File: src/sv/mrh_pkg.sv
// Shared constants and widths for the multiply-rotate hash block.
package mrh_pkg;

  localparam int unsigned WordW  = 64;
  localparam int unsigned CountW = 4;
  localparam int unsigned LenW   = 32;
  localparam int unsigned HalfW  = WordW / 2;
  localparam int unsigned BytesPerWord = WordW / 8;

  localparam logic [WordW-1:0] MixPrimeA = 64'h9e3779b97f4a7c15;
  localparam logic [WordW-1:0] MixPrimeB = 64'h6c62272e07bb0142;
  localparam logic [WordW-1:0] MixAddend = 64'h94d049bb133111eb;

  localparam int unsigned RoundRot  = 27;
  localparam int unsigned FinShift1 = 33;
  localparam int unsigned FinShift2 = 29;
  localparam int unsigned FinShift3 = 32;

endpackage

File: src/sv/mrh_in_if.sv
// Input channel: one message word with its byte count and end marker.
interface mrh_in_if;
  logic                              valid;
  logic                              ready;
  logic [mrh_pkg::WordW-1:0]         data_word;
  logic [mrh_pkg::CountW-1:0]        byte_count;
  logic                              last;

  modport source (output valid, output data_word, output byte_count, output last,
                  input ready);
  modport sink   (input valid, input data_word, input byte_count, input last,
                  output ready);
endinterface

File: src/sv/mrh_out_if.sv
// Output channel: the finished 64-bit digest of a message.
interface mrh_out_if;
  logic                      valid;
  logic                      ready;
  logic [mrh_pkg::WordW-1:0] digest;

  modport source (output valid, output digest, input ready);
  modport sink   (input valid, input digest, output ready);
endinterface

File: src/sv/multiply_rotate_hash64.sv
// Top level of the streaming multiply-rotate 64-bit hash.
// Each 64-bit multiply uses one shared 32x32 multiplier (three partial products
// and a 32-bit add). A word with data takes two multiplies and holds ready low until they are done,
// so no new word is taken meanwhile; a word with no bytes and no end marker leaves the block idle.
// A last word adds two finishing multiplies; the finished digest waits in a register, and input is
// held off only while a newly finished digest waits for that register to be free.
module multiply_rotate_hash64 (
  input  logic                         clk_i,
  input  logic                         rst_ni,
  input  logic                         cfg_we_i,
  input  logic [mrh_pkg::LenW-1:0]     cfg_wdata_i,
  mrh_in_if.sink                       in_i,
  mrh_out_if.source                    out_o
);

  localparam logic ST_IDLE = 1'b0;
  localparam logic ST_MUL  = 1'b1;

  localparam logic [1:0] OP_ABS_A = 2'd0;
  localparam logic [1:0] OP_ABS_B = 2'd1;
  localparam logic [1:0] OP_FIN_A = 2'd2;
  localparam logic [1:0] OP_FIN_B = 2'd3;

  localparam logic [1:0] STEP_LAST = 2'd3;

  localparam int unsigned W = mrh_pkg::WordW;
  localparam int unsigned H = mrh_pkg::HalfW;

  logic                     state_q, state_d;
  logic [1:0]               op_q, op_d;
  logic [1:0]               cnt_q, cnt_d;
  logic                     in_msg_q, in_msg_d;
  logic                     last_q, last_d;
  logic [mrh_pkg::LenW-1:0] len_q;
  logic [W-1:0]             acc_q, acc_d;
  logic [W-1:0]             opa_q, opa_d;
  logic [W-1:0]             res_q, res_d;
  logic [W-1:0]             prod_q;
  logic [W-1:0]             digest_q, digest_d;
  logic                     out_valid_q, out_valid_d;

  logic [W-1:0]             const_b;
  logic [H-1:0]             mul_a, mul_b;
  logic [W-1:0]             prod_d;
  logic [W-1:0]             mul_res;
  logic [W-1:0]             masked_word;
  logic [mrh_pkg::CountW-1:0] count_clamped;
  logic [W-1:0]             seed;
  logic [W-1:0]             mix_t;
  logic [W-1:0]             round_sum;
  logic                     in_xfer;
  logic                     out_xfer;
  logic                     out_free;

  assign in_xfer  = in_i.valid & in_i.ready;
  assign out_xfer = out_o.valid & out_o.ready;
  assign out_free = ~out_valid_q | out_o.ready;

  assign in_i.ready   = (state_q == ST_IDLE);
  assign out_o.valid  = out_valid_q;
  assign out_o.digest = digest_q;

  // Clear bytes at or above the byte count; counts above eight keep the whole word.
  always_comb begin
    count_clamped = (in_i.byte_count > mrh_pkg::CountW'(mrh_pkg::BytesPerWord)) ?
                    mrh_pkg::CountW'(mrh_pkg::BytesPerWord) : in_i.byte_count;
    for (int i = 0; i < int'(mrh_pkg::BytesPerWord); i++) begin
      masked_word[8*i +: 8] = (mrh_pkg::CountW'(i) < count_clamped) ?
                              in_i.data_word[8*i +: 8] : 8'h00;
    end
  end

  assign seed = in_msg_q ? acc_q :
                (mrh_pkg::MixPrimeA ^ {{(W-mrh_pkg::LenW){1'b0}}, len_q});

  // Shared 32x32 multiplier; the low 64 bits of a 64x64 product need three partials.
  // The last step repeats the third partial so the product holds through a stall.
  assign const_b = (op_q == OP_ABS_A || op_q == OP_FIN_A) ? mrh_pkg::MixPrimeA
                                                          : mrh_pkg::MixPrimeB;
  always_comb begin
    case (cnt_q)
      2'd1: begin
        mul_a = opa_q[H-1:0];
        mul_b = const_b[W-1:H];
      end
      2'd2, STEP_LAST: begin
        mul_a = opa_q[W-1:H];
        mul_b = const_b[H-1:0];
      end
      default: begin
        mul_a = opa_q[H-1:0];
        mul_b = const_b[H-1:0];
      end
    endcase
  end
  assign prod_d = W'(mul_a) * W'(mul_b);

  // Complete product, valid in the last step of a multiply.
  assign mul_res   = {res_q[W-1:H] + prod_q[H-1:0], res_q[H-1:0]};
  assign mix_t     = acc_q ^ mul_res;
  assign round_sum = mul_res + mrh_pkg::MixAddend;

  always_comb begin
    state_d     = state_q;
    op_d        = op_q;
    cnt_d       = cnt_q;
    in_msg_d    = in_msg_q;
    last_d      = last_q;
    acc_d       = acc_q;
    opa_d       = opa_q;
    res_d       = res_q;
    digest_d    = digest_q;
    out_valid_d = out_valid_q;

    if (out_xfer) begin
      out_valid_d = 1'b0;
    end

    case (state_q)
      ST_IDLE: begin
        if (in_xfer) begin
          acc_d    = seed;
          last_d   = in_i.last;
          in_msg_d = ~in_i.last;
          cnt_d    = 2'd0;
          if (count_clamped != '0) begin
            opa_d   = masked_word;
            op_d    = OP_ABS_A;
            state_d = ST_MUL;
          end else if (in_i.last) begin
            opa_d   = seed ^ (seed >> mrh_pkg::FinShift1);
            op_d    = OP_FIN_A;
            state_d = ST_MUL;
          end
        end
      end
      ST_MUL: begin
        case (cnt_q)
          2'd0: begin
            cnt_d = 2'd1;
          end
          2'd1: begin
            res_d = prod_q;
            cnt_d = 2'd2;
          end
          2'd2: begin
            res_d[W-1:H] = res_q[W-1:H] + prod_q[H-1:0];
            cnt_d        = STEP_LAST;
          end
          default: begin
            cnt_d = 2'd0;
            case (op_q)
              OP_ABS_A: begin
                opa_d = {mix_t[W-1-mrh_pkg::RoundRot:0],
                         mix_t[W-1:W-mrh_pkg::RoundRot]};
                op_d  = OP_ABS_B;
              end
              OP_ABS_B: begin
                acc_d = round_sum;
                if (last_q) begin
                  opa_d = round_sum ^ (round_sum >> mrh_pkg::FinShift1);
                  op_d  = OP_FIN_A;
                end else begin
                  state_d = ST_IDLE;
                end
              end
              OP_FIN_A: begin
                opa_d = mul_res ^ (mul_res >> mrh_pkg::FinShift2);
                op_d  = OP_FIN_B;
              end
              default: begin
                // Hold the finished product until the digest register is free.
                if (out_free) begin
                  digest_d    = mul_res ^ (mul_res >> mrh_pkg::FinShift3);
                  out_valid_d = 1'b1;
                  state_d     = ST_IDLE;
                end else begin
                  cnt_d = STEP_LAST;
                end
              end
            endcase
          end
        endcase
      end
      default: begin
        state_d = ST_IDLE;
      end
    endcase
  end

  always_ff @(posedge clk_i or negedge rst_ni) begin
    if (!rst_ni) begin
      state_q     <= ST_IDLE;
      op_q        <= OP_ABS_A;
      cnt_q       <= 2'd0;
      in_msg_q    <= 1'b0;
      last_q      <= 1'b0;
      len_q       <= '0;
      acc_q       <= '0;
      out_valid_q <= 1'b0;
    end else begin
      state_q     <= state_d;
      op_q        <= op_d;
      cnt_q       <= cnt_d;
      in_msg_q    <= in_msg_d;
      last_q      <= last_d;
      acc_q       <= acc_d;
      out_valid_q <= out_valid_d;
      if (cfg_we_i) begin
        len_q <= cfg_wdata_i;
      end
    end
  end

  always_ff @(posedge clk_i) begin
    opa_q    <= opa_d;
    res_q    <= res_d;
    prod_q   <= prod_d;
    digest_q <= digest_d;
  end

  a_idle_step_zero: assert property (@(posedge clk_i) disable iff (!rst_ni)
    (state_q == ST_IDLE) |-> (cnt_q == 2'd0))
    else $error("step counter left nonzero while idle");

  a_digest_on_finish: assert property (@(posedge clk_i) disable iff (!rst_ni)
    (state_q == ST_MUL && op_q == OP_FIN_B && cnt_q == STEP_LAST && out_free)
    |=> (out_o.valid && state_q == ST_IDLE))
    else $error("finished digest was not presented");

  a_empty_word_fast: assert property (@(posedge clk_i) disable iff (!rst_ni)
    (in_xfer && !in_i.last && in_i.byte_count == '0) |=> (state_q == ST_IDLE))
    else $error("empty non-final word did not return to idle");

  a_last_ends_msg: assert property (@(posedge clk_i) disable iff (!rst_ni)
    (in_xfer && in_i.last) |=> !in_msg_q)
    else $error("message state not cleared by final word");

  a_no_digest_overwrite: assert property (@(posedge clk_i) disable iff (!rst_ni)
    (out_valid_q && !out_o.ready) |=> (out_valid_q && $stable(digest_q)))
    else $error("pending digest was overwritten");

endmodule
File: src/flat_wrapper.sv
// flat-port wrapper written by rule: the top's interface ports become plain ports
module multiply_rotate_hash64_flat 
  (clk_i, rst_ni, cfg_we_i, cfg_wdata_i, in_i_valid, in_i_data_word, in_i_byte_count, in_i_last, in_i_ready, out_o_valid, out_o_digest, out_o_ready);
  mrh_in_if in_i_i ();
  mrh_out_if out_o_i ();
  input  logic clk_i;
  input  logic rst_ni;
  input  logic cfg_we_i;
  input  logic [mrh_pkg::LenW-1:0] cfg_wdata_i;
  input wire logic [$bits(in_i_i.valid)-1:0] in_i_valid;
  input wire logic [$bits(in_i_i.data_word)-1:0] in_i_data_word;
  input wire logic [$bits(in_i_i.byte_count)-1:0] in_i_byte_count;
  input wire logic [$bits(in_i_i.last)-1:0] in_i_last;
  output wire logic [$bits(in_i_i.ready)-1:0] in_i_ready;
  output wire logic [$bits(out_o_i.valid)-1:0] out_o_valid;
  output wire logic [$bits(out_o_i.digest)-1:0] out_o_digest;
  input wire logic [$bits(out_o_i.ready)-1:0] out_o_ready;
  assign in_i_i.valid = in_i_valid;
  assign in_i_i.data_word = in_i_data_word;
  assign in_i_i.byte_count = in_i_byte_count;
  assign in_i_i.last = in_i_last;
  assign in_i_ready = in_i_i.ready;
  assign out_o_valid = out_o_i.valid;
  assign out_o_digest = out_o_i.digest;
  assign out_o_i.ready = out_o_ready;
  multiply_rotate_hash64 u_core (.clk_i(clk_i), .rst_ni(rst_ni), .cfg_we_i(cfg_we_i), .cfg_wdata_i(cfg_wdata_i), .in_i(in_i_i), .out_o(out_o_i));
endmodule
File: config.mk
export PLATFORM = sky130hd
export DESIGN_NAME = multiply_rotate_hash64_flat
export DESIGN_NICKNAME = d
export VERILOG_FILES = /design/src/sv/mrh_pkg.sv /design/src/sv/mrh_in_if.sv /design/src/sv/mrh_out_if.sv /design/src/sv/multiply_rotate_hash64.sv /design/src/flat_wrapper.sv
export SDC_FILE = /design/constraint.sdc
export NUM_CORES = 2
export LEC_CHECK = 0
export BUFFER_PORTS_ARGS = -buffer_cell sky130_fd_sc_hd__buf_2
export CAP_MARGIN = 20
export CORE_MARGIN = 3
export CORE_UTILIZATION = 55
export DETAILED_ROUTE_END_ITERATION = 12
export PLACE_DENSITY = 0.75
export SKIP_LAST_GASP = 1
export SLEW_MARGIN = 30
export SYNTH_ARGS = -nofsm -noshare
export SYNTH_HDL_FRONTEND = slang
export SYNTH_SLANG_ARGS = --single-unit
File: constraint.sdc
create_clock -name clk_i -period 12.9 [get_ports clk_i]
set_input_delay 3.225 -clock clk_i [delete_from_list [all_inputs] [get_ports clk_i]]
set_output_delay 3.225 -clock clk_i [all_outputs]
set_load 0.01 [all_outputs]
Yosys cells after proc, flatten, opt, wreduce, memory -nomap -nowiden
Cells that the tools add are included.
Word-level totals
  input port bits: 106
  word-level logic and storage cells: 115
  output and inout bits: 66
  bits in registers: 360
Operators by class
  equal/unequal tests: 11
  multiplexer cells: 50
  $lt $le $gt $ge: 9
  multiply operators: 1
  reduce and logical (&&, ||, !) cells: 15
  $add $sub $neg: 2
  bitwise gates (word level): 14
Operators with widths (count)
  64-bit 2-to-1 mux: 10
  64-bit one-hot mux with 2 select lines: 2
  64-bit one-hot mux with 3 select lines: 1
  64-bit by 31-bit bitwise XOR with 64-bit output: 2
  64-bit adder (second input constant): 1
  32-bit by 32-bit multiplier with 64-bit output: 1
  32-bit 2-to-1 mux: 2
  8-bit 2-to-1 mux: 8
  32-bit one-hot mux with 2 select lines: 1
  64-bit by 32-bit bitwise XOR with 64-bit output: 1
  64-bit by 35-bit bitwise XOR with 64-bit output: 1
  64-bit bitwise XOR: 1
  18-bit NOT with 38-bit output: 1
  32-bit adder: 1
  3-bit by 4-bit < comparator with 1-bit output (first input constant): 4
  2-bit 2-to-1 mux: 8
  2-bit one-hot mux with 3 select lines: 2
  1-bit 2-to-1 mux: 11
  1-bit by 4-bit < comparator with 1-bit output (first input constant): 2
  2-bit by 4-bit < comparator with 1-bit output (first input constant): 2
  2-bit one-hot mux with 2 select lines: 2
  2-bit == test (second input constant): 3
  2-bit inequality test (second input constant): 3
  3-bit inequality test (second input constant): 2
  other kinds (18): 30

Logic depth before layout (Yosys ltp)
  depth after elaboration: 7
  mapped depth: 41
  depth with buffers taken out: 36

Worst setup path before layout
OpenSTA, ideal clock, no wires.
  path type: reg2reg
  start point: register u_core.op_q[0]
  end point: register u_core.prod_q[61]
  cell stages (with the launch flop): 41
  library setup time: 0.072 ns
  arrival: 10.046 ns
  period minus slack after synthesis: 10.119 ns
  required time: 12.828 ns
  slack: 2.781 ns
  path buffers: 8
  cells stage by stage: dfrtp_1 -> inv_1 -> ha_1 -> or2_2 -> clkbuf_1 -> inv_2 -> clkbuf_1 -> clkbuf_1 -> clkbuf_1 -> ha_1 -> clkbuf_1 -> clkbuf_1 -> clkbuf_1 -> nand2_1 -> inv_1 -> fa_1 -> inv_1 -> fa_1 -> [... 5 more ...] -> fa_1 -> fa_1 -> fa_1 -> inv_1 -> ha_1 -> clkbuf_1 -> a21o_1 -> a21o_1 -> a21oi_1 -> o21ai_0 -> a221oi_1 -> a21oi_1 -> a31oi_1 -> o31ai_1 -> a211o_1 -> a221o_1 -> a21oi_1 -> xnor2_1
On the way
  cells in the longest elaborated chain, start to end: 5
  elaborated cells between the ends (all ways): 6
  those cells by class: 1 x mul; 1 x eq/ne; 2 x mux; 2 x reduce/logical
RTL lines
  start: declaration: line multiply_rotate_hash64.sv:30  | logic [1:0] op_q, op_d;
  start signal: assignment: line multiply_rotate_hash64.sv:203  | op_q <= op_d;
  2-bit == test or 2-bit zero test (tied branches): line multiply_rotate_hash64.sv:78  | assign const_b = (op_q == OP_ABS_A || op_q == OP_FIN_A) ? mrh_pkg::MixPrimeA
  1-bit logical OR (*): line multiply_rotate_hash64.sv:78
  64-bit 2-to-1 mux (*): line multiply_rotate_hash64.sv:78
  32-bit 2-to-1 mux (*): line multiply_rotate_hash64.sv:81  | case (cnt_q)
  32-bit by 32-bit multiplier with 64-bit output (*): line multiply_rotate_hash64.sv:96  | assign prod_d = W'(mul_a) * W'(mul_b);
  named net u_core.prod_d[61]: line multiply_rotate_hash64.sv:44  | logic [W-1:0] prod_d;
  end signal: assignment: line multiply_rotate_hash64.sv:218  | prod_q <= prod_d;
  end: declaration: line multiply_rotate_hash64.sv:38  | logic [W-1:0] prod_q;
Mark *: on every way through the listed nets, which the timed path passes. The rest lies on a longest branch.
A chain may end at the register's enable or synchronous reset.

Final worst setup path
  start point: register u_core.cnt_q[0]
  end point: register u_core.prod_q[61]
On the way
  cells in the longest elaborated chain, start to end: 4
  elaborated cells between the ends (all ways): 7
  those cells by class: 1 x mul; 3 x eq/ne; 2 x mux; 1 x reduce/logical
RTL lines
  start: declaration: line multiply_rotate_hash64.sv:31  | logic [1:0] cnt_q, cnt_d;
  start signal: assignment: line multiply_rotate_hash64.sv:204  | cnt_q <= cnt_d;
  2-bit == test: line multiply_rotate_hash64.sv:81
  2-bit OR reduction: line multiply_rotate_hash64.sv:81
  32-bit 2-to-1 mux: line multiply_rotate_hash64.sv:81
  32-bit by 32-bit multiplier with 64-bit output (*): line multiply_rotate_hash64.sv:96
  named net u_core.prod_d[61]: line multiply_rotate_hash64.sv:44
Marks and branches as above.

==> impl_metrics.csv <==
group,metric,value,unit
run_status,status,"finished, final reports clean",
worst_setup_path,cp_slowest_stage_delay,0.57,ns
flow_run,cap_violations,0,
sta,fin_crit_sh,82.61,%
sta,tightest_slew,1.115,ns
worst_setup_path,cp_common_cell,"fa_1",
sta,slew_headroom,24.72,%
cts,cts-hold-fix-buffers,0,
place,dpl-instance-area,52060,sq um
sta,rsz0062_at_grt,"false",
cts,cts.reportedPaths.clkPinSlew,0.07,ns
die,die_y,307.0,microns
cts,cts_resized,0,
cts,cts.sinks,360,
worst_setup_path,critPathMaxFanout,26,
cts,clk_path_buf_depth,3,
synthesis,ys.flop_type,"edfxtp_1",
cts,cts_tree,"yes",
layout,fin_area,53290,sq um
route,wl_per_cell,28.19,microns
synthesis,synth_top_cell_area_share,31.23,%
global_route,grt_use_met2,56.37,%
route,firstDrtPassIters,8,
synthesis,synth.avg_cell_area,9.766,sq um
route,drt_iter0_markers,5203,
global_route,met3_usage,10.08,%
hold_path,min_from,"u_core.prod_q[0]",
synthesis,synthCells,5101,
synthesis,ys_ff_latch,360,
global_route,grt_pass1_vias,39960,
synthesis,async_flop_share,28.89,%
worst_setup_path,worstReg2RegEnd,"u_core.prod_q[61]",
place,dp_slack,2.383,ns
hold_path,holdPathEnd,"u_core.res_q[0]",
global_route,use_met1,52.80,%
worst_setup_path,critPathLaunchType,"register",
global_route,overflow,0,
cts,htreeDepth,2,
sta,setup_slack,2.243,ns
sta,hold_viol_final,0,
worst_setup_path,reg2reg_depth,34,
global_route,grt_pass1_wl,264.2,mm
layout,fin_nets,6452,
synthesis,synth_cell_type_count,101,
worst_setup_path,path_class,"register to register",
route,vias,39750,
die,core_area,89060,sq um
layout,drive_gt1_share,9.512,%
cts,cts_buffers,35,
route,wl,179.6,mm
sta,skew,0.02490,ns
synthesis,yosysSeqAreaShare,19.37,%
route,antenna_left,0,
worst_setup_path,r2r_start,"u_core.cnt_q[0]",
die,die-area,94220,sq um
synthesis,synth_area,49820,sq um
synthesis,synth_common_cells,"inv_1, fa_1, ha_1",
sta,hold_ws,0.4424,ns
sta,setup_violations,0,
die,io_pins,172,
sta,finalCriticalPeriod,10.66,ns
synthesis,yosysMostFrequentCell,"inv_1",
cts,post_cts_buffers,0,
synthesis,synth_largest_area_cell,"fa_1",
route,viasPerCell,6.240,
worst_setup_path,cp.required,13.38,ns
synthesis,ys_warn_count,0,
hold_path,hold_depth,0,
place,port_buffers,171,
cts,clkLatencyLatePin,0.56,ns
route,route.detailed.drc,0,
place,gp_congestion,1.059,
global_route,grt_start_max_net_pins,88,
global_route,antenna_found_initial,10,
synthesis,synth_edf_count,192,
layout,area.growth.synth_to_final,6.970,%
die,die_w,307.0,microns
worst_setup_path,arrival,11.14,ns
worst_setup_path,endpoint_kind,"register",
hold_path,min_path_type,"register to register",
worst_setup_path,cp_slowest_cell,"fa_1",
global_route,grt_usage,38.24,%
die,initial_core_util,55.94,%
die,rows,109,
sta,setup_tns,0,ns
cts,cts-root-buf,"clkbuf_16",
synthesis,synthTopCellsByArea,"fa_1, edfxtp_1, ha_1",
place,dp_hpwl,148.2,mm
sta,max_freq,93.84,MHz
synthesis,syn_nets,6375,
sta,slew_violations,0,
worst_setup_path,r2r_slack,2.24,ns
global_route,busiest_layer,"met2",
per-stage QoR:
step                      utilization, %  instances
after floorplan                        -       5101
final                              59.84       6371
after global routing               59.83       6370
after detailed placement           58.46       6306
after CTS                          59.82       6369
after global placement             58.44       6306
sequential cells by signal, summed over array words and instances (netlist names):
name	flops
u_core.acc_q	64
u_core.cnt_q	2
u_core.in_msg_q	1
u_core.last_q	1
u_core.len_q	32
u_core.op_q	2
u_core.opa_q	64
u_core.out_o.digest	64
u_core.out_o.valid	1
u_core.prod_q	64
u_core.res_q	64
u_core.state_q	1
cell type report:
cell class,instances,area [sq um]
Antenna cell,2,5.005
Clock buffer,43,967.2
Clock inverter,20,240.2
Fill cell,7665,35770
Inverter,977,3667
Multi-Input combinational cell,3544,35740
Sequential cell,360,9652
Tap cell,1165,1458
Timing Repair Buffer,260,1555
metal layers:
layer | part of all wire, % | wire length (microns) | up-vias
li1 | - | - | 16640
met1 | 39 | 69730 | 19810
met2 | 43 | 76910 | 2698
met3 | 12 | 21820 | 588
met4 | 6.1 | 11050 | 16
met5 | 0.061 | 110 | -
kinds of logic after synthesis:
| group | Yosys count | synth area share, % |
|---|---|---|
| AOI/OAI and AO/OA | 886 | 12.09 |
| xor gates and xnor gates | 411 | 7.543 |
| adders and majority gates | 1174 | 41.17 |
| buffers and inverters | 1197 | 9.045 |
| DFF | 360 | 19.37 |
| muxes | 100 | 2.200 |
| other | 1 | 0.007528 |
| and+or+nand+nor | 972 | 8.580 |
layout by cell type (no fill, tap or decap), types with 30 or more instances in the layout:
cell	instances
nand3_1	56
fa_1	777
edfxtp_1	192
nand2_1	350
nor3_1	46
inv_1	964
mux2_2	76
buf_2	170
dfrtp_1	102
a221oi_1	45
a21oi_1	209
a21o_1	79
ha_1	384
clkbuf_16	36
nand2b_1	44
xnor2_1	223
nor2_1	337
dfxtp_1	64
xor2_1	173
buf_4	87
a22oi_1	30
a211oi_1	30
o21ai_0	187
critical path, delay by kind of cell (launching register included):
kind | cells | cell delay, ns
simple gates | 3 | 0.97
buf+inv | 8 | 1.07
compound gates | 11 | 2.67
fa+ha+maj | 10 | 4.82
mux | 1 | 0.40
xor+xnor | 1 | 0.14
flops | 1 | 0.43
worst max path at each step:
| stage | end | from | slack, ns | depth (start not counted) |
|---|---|---|---|---|
| global route | u_core.prod_q[61] | u_core.cnt_q[0] | 1.85 | 32 |
| detailed placement | u_core.prod_q[61] | u_core.cnt_q[0] | 2.38 | 30 |
| CTS | u_core.prod_q[61] | u_core.cnt_q[0] | 2.34 | 30 |
| finish | u_core.prod_q[61] | u_core.cnt_q[0] | 2.24 | 34 |
| floorplan | u_core.prod_q[61] | u_core.op_q[0] | 2.78 | 40 |
| global placement | u_core.prod_q[61] | u_core.cnt_q[0] | 2.49 | 32 |
Power is left out: the tool's default activity adds up to more than one toggle a clock period on the data nets, which glitch-free logic cannot reach.
